$ cat config.mk
export PLATFORM = sky130hd
export DESIGN_NAME = golden_section_minimizer
export DESIGN_NICKNAME = d
export VERILOG_FILES = /design/src/rtl/gsm_pkg.sv /design/src/rtl/gsm_csr.sv /design/src/rtl/gsm_probe.sv /design/src/rtl/gsm_core.sv /design/src/rtl/golden_section_minimizer.sv
export SDC_FILE = /design/constraint.sdc
export NUM_CORES = 2
export LEC_CHECK = 0
export BUFFER_PORTS_ARGS = -buffer_cell sky130_fd_sc_hd__buf_4
export CORE_MARGIN = 8
export CORE_UTILIZATION = 50
export CTS_CLUSTER_DIAMETER = 200
export DETAILED_ROUTE_END_ITERATION = 10
export GPL_ROUTABILITY_DRIVEN = 1
export PLACE_DENSITY_LB_ADDON = 0.12
export SKIP_CTS_REPAIR_TIMING = 1
export SKIP_LAST_GASP = 1
export SYNTH_ARGS = -nofsm -noshare
export SYNTH_HDL_FRONTEND = slang
export SYNTH_SLANG_ARGS = --single-unit
$ cat constraint.sdc
create_clock -name clock -period 17.5 [get_ports clock]
set_clock_uncertainty 0.1 [all_clocks]
set_input_delay 5.25 -clock clock [delete_from_list [all_inputs] [get_ports clock]]
set_output_delay 5.25 -clock clock [all_outputs]
set_load 0.01 [all_outputs]
$ cat src/rtl/gsm_pkg.sv
// gsm_pkg: shared types, codes and constants of the golden section minimiser
// used by every module under rtl; depends on nothing
`timescale 1ns / 1ps
`default_nettype none

package gsm_pkg;

   localparam logic       OP_START = 1'b0;
   localparam logic       OP_VALUE = 1'b1;

   localparam logic [1:0] STATUS_EVAL       = 2'd0;
   localparam logic [1:0] STATUS_CONVERGED  = 2'd1;
   localparam logic [1:0] STATUS_LIMIT      = 2'd2;
   localparam logic [1:0] STATUS_NOT_ACTIVE = 2'd3;

   // 1 - 0.61803399 as unsigned Q0.32
   localparam logic [31:0] GOLDEN_C = 32'd1640531521;
   localparam logic [63:0] ROUND_HALF = 64'h0000_0000_8000_0000;

   localparam int unsigned CSR_ADDR_W = 3;
   localparam logic        CSR_IDX_TOLERANCE = 1'b0;
   localparam logic        CSR_IDX_MAX_ITER  = 1'b1;

   localparam logic [15:0] TOLERANCE_RESET = 16'd66;
   localparam logic [15:0] MAX_ITER_RESET  = 16'd100;

   typedef struct packed {
      logic [15:0] tolerance;
      logic [15:0] max_iter;
   } cfg_type;

   typedef struct packed {
      logic        op;
      logic [31:0] left_point;
      logic [31:0] mid_point;
      logic [31:0] right_point;
      logic [31:0] mid_value;
      logic [31:0] func_value;
   } item_type;

   typedef struct packed {
      logic [1:0]  status;
      logic [31:0] point;
      logic [31:0] value;
      logic [16:0] iterations;
   } result_type;

   // magnitude of an exact 33-bit difference of two Q16.16 values
   function automatic logic [31:0] mag_of(input logic [32:0] d);
      logic [32:0] m;
      m = d[32] ? (~d + 33'd1) : d;
      return m[31:0];
   endfunction

endpackage

`default_nettype wire

$ cat src/rtl/gsm_csr.sv
// gsm_csr: tolerance and iteration limit registers behind the apb-style port
// depends on gsm_pkg
`timescale 1ns / 1ps
`default_nettype none

module gsm_csr (
   input  wire logic                             clock,
   input  wire logic                             reset,
   input  wire logic                             psel,
   input  wire logic                             penable,
   input  wire logic                             pwrite,
   input  wire logic [gsm_pkg::CSR_ADDR_W-1:0]   paddr,
   input  wire logic [31:0]                      pwdata,
   output logic      [31:0]                      prdata,
   output logic                                  pready,
   output gsm_pkg::cfg_type                      cfg
);

   gsm_pkg::cfg_type cfg_ff, cfg_in;
   logic             reg_idx;
   logic             wr_en;

   assign reg_idx = paddr[2];
   assign pready  = 1'b1;
   assign wr_en   = psel && penable && pwrite && pready;

   always_comb begin
      cfg_in = cfg_ff;
      if (wr_en) begin
         unique case (reg_idx)
            gsm_pkg::CSR_IDX_TOLERANCE: cfg_in.tolerance = pwdata[15:0];
            gsm_pkg::CSR_IDX_MAX_ITER:  cfg_in.max_iter  = pwdata[15:0];
            default:                    cfg_in = cfg_ff;
         endcase
      end
   end

   always_ff @(posedge clock) begin
      if (reset) begin
         cfg_ff.tolerance <= gsm_pkg::TOLERANCE_RESET;
         cfg_ff.max_iter  <= gsm_pkg::MAX_ITER_RESET;
      end else begin
         cfg_ff <= cfg_in;
      end
   end

   always_comb begin
      unique case (reg_idx)
         gsm_pkg::CSR_IDX_TOLERANCE: prdata = {16'd0, cfg_ff.tolerance};
         gsm_pkg::CSR_IDX_MAX_ITER:  prdata = {16'd0, cfg_ff.max_iter};
         default:                    prdata = 32'd0;
      endcase
   end

   assign cfg = cfg_ff;

endmodule

`default_nettype wire

$ cat src/rtl/gsm_probe.sv
// gsm_probe: next probe p + round(C * (q - p)) in Q16.16, one 32x32 multiply
// depends on gsm_pkg
`timescale 1ns / 1ps
`default_nettype none

module gsm_probe (
   input  wire logic [31:0] p,
   input  wire logic [31:0] q,
   output logic      [31:0] probe
);

   logic [32:0] diff;
   logic [31:0] mag;
   logic [63:0] prod;
   logic [63:0] rounded;
   logic [32:0] sum;

   assign diff    = {q[31], q} - {p[31], p};
   assign mag     = gsm_pkg::mag_of(diff);
   assign prod    = {32'd0, mag} * {32'd0, gsm_pkg::GOLDEN_C};
   assign rounded = prod + gsm_pkg::ROUND_HALF;
   // halves away from zero: round the magnitude, then apply the sign
   assign sum     = diff[32] ? ({p[31], p} - {1'b0, rounded[63:32]})
                             : ({p[31], p} + {1'b0, rounded[63:32]});
   assign probe   = sum[31:0];

endmodule

`default_nettype wire

$ cat src/rtl/gsm_core.sv
// gsm_core: search state and the per-item update, result formed combinationally
// depends on gsm_pkg and gsm_probe
`timescale 1ns / 1ps
`default_nettype none

module gsm_core (
   input  wire logic                 clock,
   input  wire logic                 reset,
   input  wire logic                 step,
   input  wire gsm_pkg::item_type    item,
   input  wire gsm_pkg::cfg_type     cfg,
   output gsm_pkg::result_type       result
);

   logic [31:0] outer_low_ff,  outer_low_in;
   logic [31:0] inner_low_ff,  inner_low_in;
   logic [31:0] inner_high_ff, inner_high_in;
   logic [31:0] outer_high_ff, outer_high_in;
   logic [31:0] value_low_ff,  value_low_in;
   logic [31:0] value_high_ff, value_high_in;
   logic [16:0] count_ff,      count_in;
   logic        awaiting_low_ff, awaiting_low_in;
   logic        active_ff,       active_in;

   logic [32:0] diff_right, diff_left;
   logic        wide_right;
   logic [31:0] vl_new, vh_new;
   logic [32:0] span;
   logic [47:0] width;
   logic [32:0] mag_sum;
   logic [48:0] scale;
   logic        go;
   logic        keep_high;
   logic [31:0] probe_p, probe_q, probe;
   logic [16:0] count_next;

   assign diff_right = {item.right_point[31], item.right_point}
                     - {item.mid_point[31], item.mid_point};
   assign diff_left  = {item.mid_point[31], item.mid_point}
                     - {item.left_point[31], item.left_point};
   assign wide_right = gsm_pkg::mag_of(diff_right) > gsm_pkg::mag_of(diff_left);

   assign vl_new = awaiting_low_ff ? item.func_value : value_low_ff;
   assign vh_new = awaiting_low_ff ? value_high_ff : item.func_value;

   // stop rule on the stored bracket, exact
   assign span    = {outer_high_ff[31], outer_high_ff} - {outer_low_ff[31], outer_low_ff};
   assign width   = {gsm_pkg::mag_of(span), 16'd0};
   assign mag_sum = {1'b0, gsm_pkg::mag_of({inner_low_ff[31], inner_low_ff})}
                  + {1'b0, gsm_pkg::mag_of({inner_high_ff[31], inner_high_ff})};
   assign scale   = {33'd0, cfg.tolerance} * {16'd0, mag_sum};
   assign go      = ({1'b0, width} > scale) && (count_ff <= {1'b0, cfg.max_iter});

   assign keep_high  = $signed(vh_new) < $signed(vl_new);
   assign count_next = count_ff + 17'd1;

   always_comb begin
      if (item.op == gsm_pkg::OP_START) begin
         probe_p = item.mid_point;
         probe_q = wide_right ? item.right_point : item.left_point;
      end else begin
         probe_p = keep_high ? inner_high_ff : inner_low_ff;
         probe_q = keep_high ? outer_high_ff : outer_low_ff;
      end
   end

   gsm_probe u_probe (
      .p     (probe_p),
      .q     (probe_q),
      .probe (probe)
   );

   always_comb begin
      outer_low_in    = outer_low_ff;
      inner_low_in    = inner_low_ff;
      inner_high_in   = inner_high_ff;
      outer_high_in   = outer_high_ff;
      value_low_in    = value_low_ff;
      value_high_in   = value_high_ff;
      count_in        = count_ff;
      awaiting_low_in = awaiting_low_ff;
      active_in       = active_ff;
      result          = '0;

      priority if (item.op == gsm_pkg::OP_START) begin
         outer_low_in  = item.left_point;
         outer_high_in = item.right_point;
         if (wide_right) begin
            inner_low_in    = item.mid_point;
            value_low_in    = item.mid_value;
            inner_high_in   = probe;
            value_high_in   = 32'd0;
            awaiting_low_in = 1'b0;
         end else begin
            inner_high_in   = item.mid_point;
            value_high_in   = item.mid_value;
            inner_low_in    = probe;
            value_low_in    = 32'd0;
            awaiting_low_in = 1'b1;
         end
         count_in      = 17'd0;
         active_in     = 1'b1;
         result.status = gsm_pkg::STATUS_EVAL;
         result.point  = probe;
      end else if (!active_ff) begin
         result.status = gsm_pkg::STATUS_NOT_ACTIVE;
      end else if (go) begin
         if (keep_high) begin
            outer_low_in    = inner_low_ff;
            inner_low_in    = inner_high_ff;
            value_low_in    = vh_new;
            value_high_in   = vh_new;
            inner_high_in   = probe;
            awaiting_low_in = 1'b0;
         end else begin
            outer_high_in   = inner_high_ff;
            inner_high_in   = inner_low_ff;
            value_high_in   = vl_new;
            value_low_in    = vl_new;
            inner_low_in    = probe;
            awaiting_low_in = 1'b1;
         end
         count_in          = count_next;
         result.status     = gsm_pkg::STATUS_EVAL;
         result.point      = probe;
         result.iterations = count_next;
      end else begin
         value_low_in  = vl_new;
         value_high_in = vh_new;
         active_in     = 1'b0;
         result.status = (count_ff > {1'b0, cfg.max_iter}) ? gsm_pkg::STATUS_LIMIT
                                                           : gsm_pkg::STATUS_CONVERGED;
         if ($signed(vl_new) < $signed(vh_new)) begin
            result.point = inner_low_ff;
            result.value = vl_new;
         end else begin
            result.point = inner_high_ff;
            result.value = vh_new;
         end
         result.iterations = count_ff;
      end
   end

   always_ff @(posedge clock) begin
      if (reset) begin
         active_ff       <= 1'b0;
         awaiting_low_ff <= 1'b0;
      end else if (step) begin
         active_ff       <= active_in;
         awaiting_low_ff <= awaiting_low_in;
      end
   end

   always_ff @(posedge clock) begin
      if (step) begin
         outer_low_ff  <= outer_low_in;
         inner_low_ff  <= inner_low_in;
         inner_high_ff <= inner_high_in;
         outer_high_ff <= outer_high_in;
         value_low_ff  <= value_low_in;
         value_high_ff <= value_high_in;
         count_ff      <= count_in;
      end
   end

endmodule

`default_nettype wire

$ cat src/rtl/golden_section_minimizer.sv
// golden_section_minimizer: top level with input and result registers
// depends on gsm_pkg, gsm_csr and gsm_core
//
// Usage
//   req channel: op 0 starts a search with a bracket (left, mid, right) and the
//   value at mid; op 1 returns the function value at the last requested point.
//   rsp channel: exactly one item per request item. status 0 asks the partner
//   to evaluate rsp_point; 1 and 2 report the minimum (converged or iteration
//   limit) with its value and iteration count; 3 answers a value while idle.
//   An item is taken on an edge with valid high and stall low.
//   The result of a taken item is registered in the result register.
//   Throughput: one item per cycle while the result is not stalled; the state update,
//   probe multiply and tolerance multiply all sit between the input and result registers.
//   In practice the partner's evaluation sets the pace, as every request
//   waits for its own result.
//   Stall: a stalled result holds; one more item is held in the input
//   register, after which req_stall rises until the result is taken.
//   Reset: no search active, both registers empty, tolerance 66, limit 100.
//   The apb-style port at byte address 0 (tolerance) and 4 (limit) is to be written by the
//   user only while no item is in flight; the block itself does not enforce it.
`timescale 1ns / 1ps
`default_nettype none

module golden_section_minimizer (
   input  wire logic                           clock,
   input  wire logic                           reset,
   input  wire logic                           req_valid,
   output logic                                req_stall,
   input  wire logic                           req_op,
   input  wire logic signed [31:0]             req_left_point,
   input  wire logic signed [31:0]             req_mid_point,
   input  wire logic signed [31:0]             req_right_point,
   input  wire logic signed [31:0]             req_mid_value,
   input  wire logic signed [31:0]             req_func_value,
   output logic                                rsp_valid,
   input  wire logic                           rsp_stall,
   output logic      [1:0]                     rsp_status,
   output logic signed [31:0]                  rsp_point,
   output logic signed [31:0]                  rsp_value,
   output logic      [16:0]                    rsp_iterations,
   input  wire logic                           psel,
   input  wire logic                           penable,
   input  wire logic                           pwrite,
   input  wire logic [gsm_pkg::CSR_ADDR_W-1:0] paddr,
   input  wire logic [31:0]                    pwdata,
   output logic      [31:0]                    prdata,
   output logic                                pready
);

   gsm_pkg::cfg_type    cfg;
   gsm_pkg::item_type   item_ff, item_in;
   gsm_pkg::result_type result, result_ff;
   logic                in_valid_ff;
   logic                out_valid_ff;
   logic                out_adv;
   logic                in_adv;
   logic                step;

   assign out_adv   = !out_valid_ff || !rsp_stall;
   assign step      = in_valid_ff && out_adv;
   assign in_adv    = !in_valid_ff || out_adv;
   assign req_stall = !in_adv;

   assign item_in.op          = req_op;
   assign item_in.left_point  = req_left_point;
   assign item_in.mid_point   = req_mid_point;
   assign item_in.right_point = req_right_point;
   assign item_in.mid_value   = req_mid_value;
   assign item_in.func_value  = req_func_value;

   gsm_csr u_csr (
      .clock   (clock),
      .reset   (reset),
      .psel    (psel),
      .penable (penable),
      .pwrite  (pwrite),
      .paddr   (paddr),
      .pwdata  (pwdata),
      .prdata  (prdata),
      .pready  (pready),
      .cfg     (cfg)
   );

   gsm_core u_core (
      .clock  (clock),
      .reset  (reset),
      .step   (step),
      .item   (item_ff),
      .cfg    (cfg),
      .result (result)
   );

   always_ff @(posedge clock) begin
      if (reset) begin
         in_valid_ff  <= 1'b0;
         out_valid_ff <= 1'b0;
      end else begin
         if (in_adv) begin
            in_valid_ff <= req_valid;
         end
         if (out_adv) begin
            out_valid_ff <= in_valid_ff;
         end
      end
   end

   always_ff @(posedge clock) begin
      if (in_adv && req_valid) begin
         item_ff <= item_in;
      end
      if (step) begin
         result_ff <= result;
      end
   end

   assign rsp_valid      = out_valid_ff;
   assign rsp_status     = result_ff.status;
   assign rsp_point      = result_ff.point;
   assign rsp_value      = result_ff.value;
   assign rsp_iterations = result_ff.iterations;

endmodule

`default_nettype wire

==> results.toml <==
[logic_synthesis]
synth_ff_type = "edfxtp_1"
synth_top_family_by_area = "adder cells"
synthCells = 7857
synth-simple-area-share_pct = 14.6
avgSynthCellArea_um2 = 8.99
synth_fa_ha_area_share_pct = 33.5
yosysWarnings = 0
synth_edf_count = 453
muxShareOfSynthArea_pct = 3.18
ys_types = 106
yosysSeqAreaShare_pct = 20.3
synth_compound_area_share_pct = 15.3
synth-seq-cells = 489
async_flop_share_pct = 0
synthesis.area_um2 = 70600
synth-xor-area-share_pct = 5.62

[timing]
final-setup-viol-count = 74
final-max-slew-violation-count = 0
worstMarginPinSlew_ns = 1.28
min_period_ns = 19.14
finalWorstSetupSlack_ns = -1.64
rsz0062_at_grt = "true"
fmax_mhz = 52.2
maxSlewHeadroom_pct = 14.1
fin_crit_sh_pct = 109
hold_violations = 0

[route]
wl_met2_mm = 113
vias = 64006
wl_mm = 248
post-route-drc-count = 0
ant_nets = 0
met3_length_mm = 17.8
routed.top_layer = "met4"
drt_iter0_markers = 4966
wl_per_cell_um = 22.0
routed_via_density = 5.68
drt-met1-wl_mm = 107
first_pass_iters = 7

[clocking]
cts-buffers-inserted = 57
clk_pin_slew_ns = 0.06
clock-sinks = 489
htree_levels = 2
clkLatencyLatePin_ns = 0.70
cts_root_buffer = "clkbuf_16"
cts_tree = "yes"
cts_buffer_depth = 3

[critical_path]
crit_arrival_ns = 19.41
cpMostUsedCell = "buf_12"
r2r-start = "item_ff[128]"
r2r_cells = 86
crit_path_start_kind = "flip-flop"
critPathSlowestCell = "fa_2"
rrSetupSlack_ns = -1.64
cp.required_ns = 17.77
crit_path_max_incr_delay_ns = 0.60
reg2reg_to = "rsp_point[29]"
crit_type = "flip-flop to flip-flop"
endpoint_kind = "flip-flop"
cp_max_fo = 8

[global_routing]
antenna_found_initial = 7
grtUsageTotal_pct = 31.3
grt-ovfl-total = 0
grt_pass1_vias = 63570
grt_max_degree = 82
grt_first_pass_wirelength_mm = 374

[die]
io_pins = 321
fp.dieW_um = 392
initial_utilization_pct = 50.1
fp.dieH_um = 392
die_area_um2 = 154000
core_area_um2 = 141000
rows = 138

[run_status]
failed_checks = "setup timing"
outcome = "complete, but fails checks"

[place]
numPortBuffers = 285
place_congestion = 0.960
hpwl_mm = 201
pre_cts_ws_ns = -3.01

[layout]
layout-drive-gt1-share_pct = 25.1
final_common_cell = "buf_4"
final_cell_mix = "buf_4 (1,693), inv_1 (1,034), nand2_1 (852)"
nNetsFinal = 11021
syn_to_final_growth_pct = 26.9

[hold_path]
hp-start = "u_csr.cfg[8]"
holdPathStages = 2
hold_end = "u_csr.cfg[8]"
hp-class = "flip-flop to flip-flop"

[job]
drv_cap = 0
-- cells in the mapped netlist, types with 50 or more instances --
cell / n / share of area [%]
o31ai_1: 78 / 0.83
nand2b_1: 57 / 0.50
and2_1: 194 / 1.7
nor3_1: 99 / 0.70
a211oi_1: 95 / 1.0
edfxtp_1: 453 / 19
ha_1: 828 / 15
xor2_1: 149 / 1.8
o211ai_1: 71 / 0.75
and3_1: 70 / 0.62
a21oi_1: 428 / 3.0
or3_1: 50 / 0.44
a21o_1: 151 / 1.6
nand4_1: 61 / 0.54
xnor2_1: 302 / 3.7
nand3_1: 122 / 0.86
nor2b_1: 59 / 0.52
inv_1: 1045 / 5.6
clkbuf_1: 298 / 1.6
o21a_1: 62 / 0.66
o21ai_0: 364 / 2.6
mux2i_1: 133 / 1.9
nor2_1: 404 / 2.1
nand2_1: 863 / 4.6
mux2_2: 81 / 1.3
fa_1: 665 / 19
-- registers in the layout, summed over array words and instances, names as in the netlist, 2 cells and up --
register	flops
rsp_status	2
rsp_iterations	17
u_core.inner_low_ff	32
rsp_point	32
u_core.outer_low_ff	32
u_core.value_low_ff	32
rsp_value	32
u_core.value_high_ff	32
u_core.outer_high_ff	32
u_csr.cfg	32
u_core.inner_high_ff	32
item_ff	161
u_core.count_ff	17
-- critical path: cells and delay by family (launching register included) --
kind / cells / cell delay (ns)
and+or+nand+nor: 23 / 5.09
buffers and inverters: 11 / 1.62
muxes: 1 / 0.19
AOI/OAI and AO/OA: 36 / 6.28
adders and majority gates: 11 / 4.28
xor gates and xnor gates: 4 / 0.77
DFF: 1 / 0.42
-- cells by family after synthesis --
logic type | after synthesis
AND/OR/NAND/NOR | 2156
flip-flops | 489
other | 2
buffers and inverters | 1399
AO/OA/AOI/OAI | 1652
adder cells (fa/ha/maj) | 1493
multiplexers | 214
XOR/XNOR | 452
-- routing by layer --
layer  up-vias  GRT usage [%]
met5         -              0
met3       404           4.72
met4         0           10.0
li1      29873              -
met1     31383           43.6
met2      2346           50.3
-- area by class of cell --
class                           instances  area, um2
Clock inverter                         45        510
Clock buffer                           62       1450
Multi-Input combinational cell       5984      53400
Inverter                             1046       3940
Sequential cell                       489      14300
Antenna cell                            1       2.50
Tap cell                             1890       2360
Timing Repair Buffer                 1747      13600
Fill cell                           12153      51300
-- worst max-delay path by stage --
stage	end	start	slack (ns)	depth (start not counted)
final	rsp_point[29]	item_ff[128]	-1.64	86
after global routing	u_core.inner_high_ff[29]	item_ff[96]	-2.43	95
after CTS	u_core.inner_low_ff[31]	item_ff[130]	-3.15	89
after detailed placement	u_core.inner_low_ff[31]	item_ff[97]	-3.01	88
after global placement	u_core.inner_low_ff[31]	item_ff[97]	-2.78	91
after floorplan	u_core.inner_high_ff[29]	item_ff[96]	-0.006	84
-- through the flow --
step	instances	TNS, ns	util (%)	instance area [um2]	hold slack, ns
after floorplan	7872	-0.00606	-	71200	0.345
final	11264	-64.39	63.6	89600	0.383
after global placement	11065	-145.36	60.3	85000	0.359
after CTS	11172	-171.11	61.7	86900	0.382
after global routing	11264	-124.02	63.6	89600	0.418
after detailed placement	11065	-159.91	60.3	85000	0.367
Power is not shown: default switching activity piles up to over one toggle a cycle in this logic, so the estimate is an artifact.
